--- config.mk ---
export PLATFORM = sky130hd
export DESIGN_NAME = neighbor_advert_cache_update_unit
export DESIGN_NICKNAME = d
export VERILOG_FILES = /design/src/rtl/nacu_pkg.sv /design/src/rtl/nacu_entry_store.sv /design/src/rtl/neighbor_advert_cache_update_unit.sv
export SDC_FILE = /design/constraint.sdc
export NUM_CORES = 2
export LEC_CHECK = 0
export CORE_MARGIN = 5
export CORE_UTILIZATION = 38
export CTS_CLUSTER_DIAMETER = 40
export CTS_CLUSTER_SIZE = 14
export DETAILED_ROUTE_END_ITERATION = 7
export DONT_BUFFER_PORTS = 1
export GPL_ROUTABILITY_DRIVEN = 1
export PLACE_DENSITY_LB_ADDON = 0.1
export SYNTH_ARGS = -nofsm -noshare
export SYNTH_HDL_FRONTEND = slang
export SYNTH_HIERARCHICAL = 1
export SYNTH_SLANG_ARGS = --single-unit
--- constraint.sdc ---
create_clock -name clock -period 39.2 [get_ports clock]
set_input_delay 3.92 -clock clock [delete_from_list [all_inputs] [get_ports clock]]
set_output_delay 3.92 -clock clock [all_outputs]
set_load 0.01 [all_outputs]
--- src/rtl/nacu_pkg.sv ---
`timescale 1ns / 1ps
// ----------------------------------------------------------------------------
// nacu_pkg
// Types and constants shared by the neighbor advertisement cache update unit.
// ----------------------------------------------------------------------------
package nacu_pkg;

   localparam logic [15:0] ETHERTYPE_V6      = 16'h86DD;
   localparam logic [7:0]  ICMP_NEIGH_ADVERT = 8'd136;
   localparam logic [7:0]  OPT_TARGET_LL     = 8'd2;
   localparam logic [31:0] AGE_RESET         = 32'd120;

   localparam int CSR_ADDR_W = 3;
   localparam int CSR_DATA_W = 64;
   localparam int SLOT_W     = 3;

   typedef enum logic [CSR_ADDR_W-1:0] {
      CSR_OWN_MAC      = 3'd0,
      CSR_GLOBAL_IP_HI = 3'd1,
      CSR_GLOBAL_IP_LO = 3'd2,
      CSR_LINK_IP_HI   = 3'd3,
      CSR_LINK_IP_LO   = 3'd4,
      CSR_QUERY_IP_HI  = 3'd5,
      CSR_QUERY_IP_LO  = 3'd6,
      CSR_AGE_LIMIT    = 3'd7
   } csr_index_type;

   typedef enum logic [1:0] {
      STATUS_REJECT = 2'd0,
      STATUS_HIT    = 2'd1,
      STATUS_FILL   = 2'd2,
      STATUS_EVICT  = 2'd3
   } status_type;

   typedef enum logic [3:0] {
      ST_IDLE  = 4'b0001,
      ST_CHECK = 4'b0010,
      ST_SCAN  = 4'b0100,
      ST_EMIT  = 4'b1000
   } state_type;

   typedef struct packed {
      logic [15:0] ether_type;
      logic [47:0] dst_mac;
      logic [63:0] ip_dst_hi;
      logic [63:0] ip_dst_lo;
      logic [63:0] ip_src_hi;
      logic [63:0] ip_src_lo;
      logic [7:0]  icmp_type;
      logic [63:0] target_hi;
      logic [63:0] target_lo;
      logic [7:0]  option_type;
      logic [47:0] option_mac;
      logic [31:0] now_tick;
   } req_type;

   typedef struct packed {
      status_type        status;
      logic [SLOT_W-1:0] slot;
   } rsp_type;

   typedef struct packed {
      logic [63:0] ip_hi;
      logic [63:0] ip_lo;
      logic [47:0] mac;
      logic [31:0] stamp;
   } entry_type;

endpackage

--- src/rtl/nacu_entry_store.sv ---
`timescale 1ns / 1ps
// ----------------------------------------------------------------------------
// nacu_entry_store
// Neighbor cache memory: one write port, one registered read port. Per-entry
// valid bits make never-written entries read as all zero after reset.
// ----------------------------------------------------------------------------
module nacu_entry_store
   import nacu_pkg::*;
#(
   parameter int CACHE_ENTRIES = 8,
   localparam int IDX_W = (CACHE_ENTRIES > 1) ? $clog2(CACHE_ENTRIES) : 1
) (
   input  logic             clock,
   input  logic             reset,
   input  logic             rd_en,
   input  logic [IDX_W-1:0] rd_addr,
   output entry_type        rd_entry,
   input  logic             wr_en,
   input  logic [IDX_W-1:0] wr_addr,
   input  entry_type        wr_entry
);

   entry_type                entry_mem_ff [CACHE_ENTRIES];
   entry_type                rd_q_ff;
   logic [CACHE_ENTRIES-1:0] valid_ff;
   logic                     rd_valid_ff;

   always_ff @(posedge clock) begin
      if (wr_en) begin
         entry_mem_ff[wr_addr] <= wr_entry;
      end
      if (rd_en) begin
         rd_q_ff <= entry_mem_ff[rd_addr];
      end
   end

   always_ff @(posedge clock) begin
      if (reset) begin
         valid_ff    <= '0;
         rd_valid_ff <= 1'b0;
      end else begin
         if (wr_en) begin
            valid_ff[wr_addr] <= 1'b1;
         end
         if (rd_en) begin
            rd_valid_ff <= valid_ff[rd_addr];
         end
      end
   end

   assign rd_entry = rd_valid_ff ? rd_q_ff : '0;

endmodule

--- src/rtl/neighbor_advert_cache_update_unit.sv ---
`timescale 1ns / 1ps
// ----------------------------------------------------------------------------
// neighbor_advert_cache_update_unit
// Validates a received IPv6 neighbor advertisement and records the sender in
// a small neighbor cache, reporting the slot used.
//
//   channel  ports                          direction  transfer when
//   req      req_valid/req_ready/req_data   in         valid & ready
//   rsp      rsp_valid/rsp_ready/rsp_data   out        valid & ready
//   csr      csr_we/csr_addr/csr_wdata      in         csr_we
//
// A rejected item visits no cache entry, an accepted one 1..CACHE_ENTRIES. The
// scan reads one entry a cycle from the single memory read port and runs it
// through one age subtract/compare unit.
// Reset clears control and the cache valid bits and sets configuration to defaults.
// req_ready is high only while idle; a stalled result holds the sequencer.
// ----------------------------------------------------------------------------
module neighbor_advert_cache_update_unit
   import nacu_pkg::*;
#(
   parameter int CACHE_ENTRIES = 8
) (
   input  logic                  clock,
   input  logic                  reset,
   input  logic                  req_valid,
   output logic                  req_ready,
   input  req_type               req_data,
   output logic                  rsp_valid,
   input  logic                  rsp_ready,
   output rsp_type               rsp_data,
   input  logic                  csr_we,
   input  logic [CSR_ADDR_W-1:0] csr_addr,
   input  logic [CSR_DATA_W-1:0] csr_wdata
);

   localparam int IDX_W = (CACHE_ENTRIES > 1) ? $clog2(CACHE_ENTRIES) : 1;
   localparam logic [IDX_W-1:0] LAST_IDX = IDX_W'(CACHE_ENTRIES - 1);

   logic [47:0] own_mac_ff;
   logic [63:0] global_ip_hi_ff, global_ip_lo_ff;
   logic [63:0] link_ip_hi_ff, link_ip_lo_ff;
   logic [63:0] query_ip_hi_ff, query_ip_lo_ff;
   logic [31:0] age_limit_ff;

   req_type           req_ff;
   state_type         state_ff, state_in;
   logic [IDX_W-1:0]  scan_idx_ff, scan_idx_in;
   status_type        res_status_ff, res_status_in;
   logic [SLOT_W-1:0] res_slot_ff, res_slot_in;
   rsp_type           rsp_ff;
   logic              rsp_valid_ff;

   logic             chk_ok;
   logic             rd_en;
   logic [IDX_W-1:0] rd_addr;
   entry_type        rd_entry;
   logic             wr_en;
   logic [IDX_W-1:0] wr_addr;
   entry_type        wr_entry;
   logic [31:0]      age;
   logic             ent_hit;
   logic             ent_take;
   logic             req_xfer;
   logic             emit_go;

   always_ff @(posedge clock) begin
      if (reset) begin
         own_mac_ff      <= '0;
         global_ip_hi_ff <= '0;
         global_ip_lo_ff <= '0;
         link_ip_hi_ff   <= '0;
         link_ip_lo_ff   <= '0;
         query_ip_hi_ff  <= '0;
         query_ip_lo_ff  <= '0;
         age_limit_ff    <= AGE_RESET;
      end else if (csr_we) begin
         case (csr_index_type'(csr_addr))
            CSR_OWN_MAC:      own_mac_ff      <= csr_wdata[47:0];
            CSR_GLOBAL_IP_HI: global_ip_hi_ff <= csr_wdata;
            CSR_GLOBAL_IP_LO: global_ip_lo_ff <= csr_wdata;
            CSR_LINK_IP_HI:   link_ip_hi_ff   <= csr_wdata;
            CSR_LINK_IP_LO:   link_ip_lo_ff   <= csr_wdata;
            CSR_QUERY_IP_HI:  query_ip_hi_ff  <= csr_wdata;
            CSR_QUERY_IP_LO:  query_ip_lo_ff  <= csr_wdata;
            CSR_AGE_LIMIT:    age_limit_ff    <= csr_wdata[31:0];
            default: begin
            end
         endcase
      end
   end

   assign req_ready = (state_ff == ST_IDLE);
   assign req_xfer  = req_valid & req_ready;
   assign emit_go   = (state_ff == ST_EMIT) & (~rsp_valid_ff | rsp_ready);

   always_ff @(posedge clock) begin
      if (req_xfer) begin
         req_ff <= req_data;
      end
   end

   assign chk_ok = (req_ff.ether_type == ETHERTYPE_V6)
                 & (req_ff.dst_mac == own_mac_ff)
                 & (((req_ff.ip_dst_hi == global_ip_hi_ff) &
                     (req_ff.ip_dst_lo == global_ip_lo_ff)) |
                    ((req_ff.ip_dst_hi == link_ip_hi_ff) &
                     (req_ff.ip_dst_lo == link_ip_lo_ff)))
                 & (req_ff.ip_src_hi == query_ip_hi_ff)
                 & (req_ff.ip_src_lo == query_ip_lo_ff)
                 & (req_ff.icmp_type == ICMP_NEIGH_ADVERT)
                 & (req_ff.target_hi == query_ip_hi_ff)
                 & (req_ff.target_lo == query_ip_lo_ff)
                 & (req_ff.option_type == OPT_TARGET_LL);

   assign age      = req_ff.now_tick - rd_entry.stamp;
   assign ent_hit  = (rd_entry.ip_hi == req_ff.ip_src_hi) &
                     (rd_entry.ip_lo == req_ff.ip_src_lo) &
                     (age <= age_limit_ff);
   assign ent_take = (rd_entry.stamp == '0) | (age > age_limit_ff);

   assign wr_entry.ip_hi = req_ff.ip_src_hi;
   assign wr_entry.ip_lo = req_ff.ip_src_lo;
   assign wr_entry.mac   = req_ff.option_mac;
   assign wr_entry.stamp = req_ff.now_tick;

   always_comb begin
      state_in      = state_ff;
      scan_idx_in   = scan_idx_ff;
      res_status_in = res_status_ff;
      res_slot_in   = res_slot_ff;
      rd_en         = 1'b0;
      rd_addr       = '0;
      wr_en         = 1'b0;
      wr_addr       = scan_idx_ff;
      case (state_ff)
         ST_IDLE: begin
            if (req_xfer) begin
               state_in = ST_CHECK;
            end
         end
         ST_CHECK: begin
            scan_idx_in = '0;
            res_slot_in = '0;
            if (chk_ok) begin
               rd_en    = 1'b1;
               state_in = ST_SCAN;
            end else begin
               res_status_in = STATUS_REJECT;
               state_in      = ST_EMIT;
            end
         end
         ST_SCAN: begin
            res_slot_in = SLOT_W'(scan_idx_ff);
            if (ent_hit) begin
               res_status_in = STATUS_HIT;
               state_in      = ST_EMIT;
            end else if (ent_take) begin
               wr_en         = 1'b1;
               res_status_in = STATUS_FILL;
               state_in      = ST_EMIT;
            end else if (scan_idx_ff == LAST_IDX) begin
               wr_en         = 1'b1;
               wr_addr       = '0;
               res_status_in = STATUS_EVICT;
               res_slot_in   = '0;
               state_in      = ST_EMIT;
            end else begin
               rd_en       = 1'b1;
               rd_addr     = scan_idx_ff + IDX_W'(1);
               scan_idx_in = scan_idx_ff + IDX_W'(1);
            end
         end
         ST_EMIT: begin
            if (emit_go) begin
               state_in = ST_IDLE;
            end
         end
         default: begin
            state_in = ST_IDLE;
         end
      endcase
   end

   always_ff @(posedge clock) begin
      if (reset) begin
         state_ff     <= ST_IDLE;
         rsp_valid_ff <= 1'b0;
      end else begin
         state_ff <= state_in;
         if (emit_go) begin
            rsp_valid_ff <= 1'b1;
         end else if (rsp_ready) begin
            rsp_valid_ff <= 1'b0;
         end
      end
   end

   always_ff @(posedge clock) begin
      scan_idx_ff   <= scan_idx_in;
      res_status_ff <= res_status_in;
      res_slot_ff   <= res_slot_in;
      if (emit_go) begin
         rsp_ff.status <= res_status_ff;
         rsp_ff.slot   <= res_slot_ff;
      end
   end

   assign rsp_valid = rsp_valid_ff;
   assign rsp_data  = rsp_ff;

   nacu_entry_store #(
      .CACHE_ENTRIES (CACHE_ENTRIES)
   ) u_store (
      .clock    (clock),
      .reset    (reset),
      .rd_en    (rd_en),
      .rd_addr  (rd_addr),
      .rd_entry (rd_entry),
      .wr_en    (wr_en),
      .wr_addr  (wr_addr),
      .wr_entry (wr_entry)
   );

endmodule
; Yosys cells after proc, flatten, opt, wreduce, memory -nomap -nowiden
; Memories as Yosys holds them, arrays and structs flattened. A register that Yosys moved wholly into a read port is not among the register bits.
; Index checks and enable logic that the tools add are counted.
[op_classes]
n_reduce_logical = 16
n_bitwise = 19
n_lt_le_gt_ge = 5
eq_ne = 33
n_mux = 43
n_addsub = 2
[op_table]
columns = op, count
row1 = 64-bit equality test, 10
row2 = 208-bit 2-to-1 mux, 1
row3 = 48-bit equality test, 1
row4 = 3-bit 2-to-1 mux, 11
row5 = 32-bit greater-than comparator, 1
row6 = 32-bit less-or-equal comparator, 1
row7 = 32-bit logical NOT, 1
row8 = 32-bit subtractor, 1
row9 = 4-bit 2-to-1 mux, 6
row10 = "16-bit equality test, second input constant", 1
row11 = 4-bit one-hot mux with 4 select lines, 1
row12 = 2-bit AND reduction, 8
row13 = "3-bit equality test, second input constant", 5
row14 = 1-bit AND, 14
row15 = 1-bit 2-to-1 mux, 14
row16 = 3-bit one-hot mux with 2 select lines, 2
row17 = "2-bit != test, second input constant", 5
row18 = "8-bit by 2-bit equality test with 1-bit output, second input constant", 1
row19 = "8-bit equality test, second input constant", 1
row20 = "3-bit by 4-bit < comparator with 1-bit output, second input constant", 2
row21 = 2-bit 2-to-1 mux, 4
row22 = 8-bit OR, 1
row23 = "3-bit by 2-bit equality test with 1-bit output, second input constant", 2
row24 = 3-bit AND reduction, 2
row25 = 19 further kinds, 22
[totals]
n_memories = 1
input_bits = 616
ram_bits = 1664
register_bits = 1035
elab_cells = 148
output_inout_bits = 7
[mem_list]
columns = name, words, width, rd, rd_ports_with_merged_regs, write_ports, line_no
row1 = u_store.entry_mem_ff, 8, 208, 1, 1, 1, nacu_entry_store.sv:23  ; entry_type entry_mem_ff [CACHE_ENTRIES];

; Logic depth before layout (Yosys ltp)
[depth]
ltp_word = 12
ltp_mapped = 27
ltp_nobuf = 22

; Modules after synthesis
; Netlist, hierarchy kept.
[by_module_without_submodules]
columns = module, cells_each, area_each_um2, n_inst, seq_area_each_um2
row1 = nacu_entry_store, 2883, 71588.7, 1, 56394.1
row2 = neighbor_advert_cache_update_unit, 4053, 43571.8, 1, 26115.0

; Least setup slack after synthesis
; No wires, ideal clock.
[synth_path]
kind = register to register
start = register u_store.rd_valid_ff
end = memory u_store/entry_mem_ff[0][0] (netlist bit) (enable)
path_stages_with_launch = 24
synth_period_minus_slack_ns = 27.462
path_buffers = 3
t_required_ns = 37.839
arrival_time_ns = 26.101
setup_ns = 1.361
setup_slack_ns = 11.738
path_cell_list = dfxtp_1 clkbuf_1 clkbuf_1 and2_1 inv_1 ha_1 buf_2 a21o_1 a31o_1 a221oi_2 a21oi_2 o21ai_4 o221ai_4 a41oi_1 xnor2_1 ha_1 nand4_4 or4_4 o21bai_2 o22ai_2 nor3_4 nand3_2 mux2_2 nor4b_1
[synth_lines]
columns = element, line_no
row1 = start: declaration, nacu_entry_store.sv:26  ; logic rd_valid_ff;
row2 = start signal: assignment, nacu_entry_store.sv:46  ; rd_valid_ff <= valid_ff[rd_addr];
row3 = end: declaration, nacu_entry_store.sv:23

==> results.txt <==
DR DRC count -> 0
Largest net degree at the start of global routing -> 478
Final period util -> 26.1%
Core region area -> 255000 um^2
Clock power share -> 53.0%
Commonest non-fill, non-tap cell in the layout -> edfxtp_1
Critical path startpoint -> u_store/rd_valid_ff
Die area -> 266000 um^2
Netlist Area Pre-Place -> 97300 um^2
Final Util -> 45.1%
CP max FO -> 54
Hold WC Path Type -> register to register
Worst R2R End -> u_store/entry_mem_ff[6][128]
GP Congestion -> 0.930
Vias in the first global route -> 54800
Worst-path cell chain -> and2_1 > ha_1 > fa_1 > nor2b_1 > o31ai_1 > a211oi_1 > o21ai_1 > a21oi_1 > a31o_2 > o311ai_1 > ha_1 > nand4_4 > nor4_1 > nand2_1 > a31oi_1 > nor3_4 > and2_1 > a31oi_1 > and4b_4 > buf_4 > buf_4 > buf_4 > buf_4
Final setup viols -> 0
CTS Buffer Depth -> 4
Final WS setup -> 28950 ps
Die W -> 516 um
Die H -> 516 um
Switching part of the total -> 23.2%
Seq. cell area -> 68100 um^2
Final Hold Vio Count -> 0
Critical path's largest stage delay -> 820 ps
Hold Path Cell Cnt -> 0
Worst slew margin -> -2.64%
Final ANT Viol Nets -> 0
CP max stage cell -> dfxtp_4
GR Overflow Total -> 0
Routed wire length -> 337000 um
DR WL/cell -> 33.1 um
Pre-CTS WS -> 28690 ps
Worst-path clk slew -> 50 ps
Std cell rows -> 185
Ys Warns -> 6
Sinks on Clock Net -> 2427
Initial antenna violation count -> 112
Max Cap Violations -> 0
Crit Path Class -> register to register
Actual slew at the worst max-slew pin -> 1540 ps
Setup TNS -> 0 ps
Initial core utilization -> 38.2%
Initial DRT Pass Iterations -> 6
Flop pwr share -> 44.2%
Minimum clock period -> 10250 ps
Synthesized instance count -> 6240
Layout Skew -> 70.4 ps
Crit. End Element -> register
R2R setup slack -> 28950 ps
Post-CTS Setup Inserts -> 0
Mapped Nets -> 6923
DP HPWL -> 224000 um
Worst EP arrival -> 10770 ps
Vias per cell -> 5.40
Max Fclk -> 97.6 MHz
First-pass GRT wire length -> 455000 um
Reg2Reg Depth -> 23
Routed via count -> 55100
Failing checks -> max-slew violations
Pint -> 5.16 mW
PwrDens -> 58.4 nW/um^2
Fillcell total -> 22400
Hold path start -> res_status_ff[0]
CTS tree -> built
Worst r2r src -> u_store/rd_valid_ff
DRT iter0 DRCs -> 5073
Final nets -> 7113
Layout Area Growth over Synthesis -> 18.1%
Clk root buf -> clkbuf_16
CTS Hold Bufs -> 0
Switching Power -> 1.55 mW
Worst-Skew Late Latency -> 930 ps
Cell mode on critical path -> buf_4
Max-slew violation count -> 56
Area used by multi-input combinational logic -> 27500 um^2
Status -> finished with violations
Most frequent cells in the layout -> edfxtp_1 (1949), nand2_1 (959), a21oi_1 (501)
Max VDD drop -> 0.0401 mV
Leak pwr -> 36.7 nW
I/O pins -> 623
Logic gate share of total power -> 2.8%
Syn avg cell area -> 15.6 um^2
RSZ-0062 raised after global routing -> false
Hold Path End -> rsp_data[3]
Startpoint types -> register
Total CTS buffers -> 402
Share of cells above drive strength 1 -> 16.1%
Port bufs -> 0
H-tree Lvls -> 5
Total power -> 6.72 mW
CTS resizes -> 0
GR Util All Layers -> 24.8%
CP required -> 39720 ps
through the flow:
step | hold slack (ps) | instance area, um^2 | std cells
after floorplan | 400 | 97300 | 6240
after global placement | 426 | 101000 | 9392
after detailed placement | 435 | 101000 | 9392
after CTS | 447 | 115000 | 10100
after global routing | 453 | 115000 | 10200
final | 441 | 115000 | 10200
power by group through the flow:
stage	Combinational (mW)	Clock (mW)	Sequential, mW
6_report	0.190	3.56	2.97
5_1_grt	0.204	3.74	2.97
4_1_cts	0.192	3.63	2.97
3_5_place_dp	0.191	0	3.02
3_3_place_gp	0.190	0	3.01
2_1_floorplan	0.130	0	2.97
state kept, by name, indices dropped and copies added, names as in the netlist, 8 cells and up:
signal,count
global_ip_lo_ff,64
u_store/valid_ff,8
req_ff,496
global_ip_hi_ff,64
link_ip_lo_ff,64
u_store/entry_mem_ff,1280
age_limit_ff,32
link_ip_hi_ff,64
u_store/rd_q_ff,160
own_mac_ff,48
query_ip_lo_ff,64
query_ip_hi_ff,64
cell type report:
cell class	instances	area share, %
clock buffers	448	9.08
inverters	117	0.382
multi-input cells	3398	23.9
well taps	3366	3.66
repair buffers	84	0.636
flip-flops and latches	2427	59.3
clock inverters	301	2.92
diodes	60	0.131
worst max-delay path by stage:
stage,slack [ps],cells past startpoint,to
3_5_place_dp,28690,23,u_store/entry_mem_ff[6][131]
3_3_place_gp,28760,24,u_store/entry_mem_ff[6][131]
6_report,28950,23,u_store/entry_mem_ff[6][128]
2_1_floorplan,16920,23,u_store/entry_mem_ff[0][0]
5_1_grt,28200,23,u_store/entry_mem_ff[6][128]
4_1_cts,28700,23,u_store/entry_mem_ff[6][113]
worst max-delay path, delay by kind of cell (launching register included):
family	cells	cell delay, ps
and+or+nand+nor	8	2210
buffers and inverters	4	2830
AOI/OAI and AO/OA	8	3210
DFF	1	820
adders and majority gates	3	660
layer usage:
metal	global-route usage, %	share of wire [%]
met3	6.25	7.4
met4	12.2	5.5
met1	31.0	39
met2	40.2	48
met5	0	0.11
(Power assumes the default switching activity.)
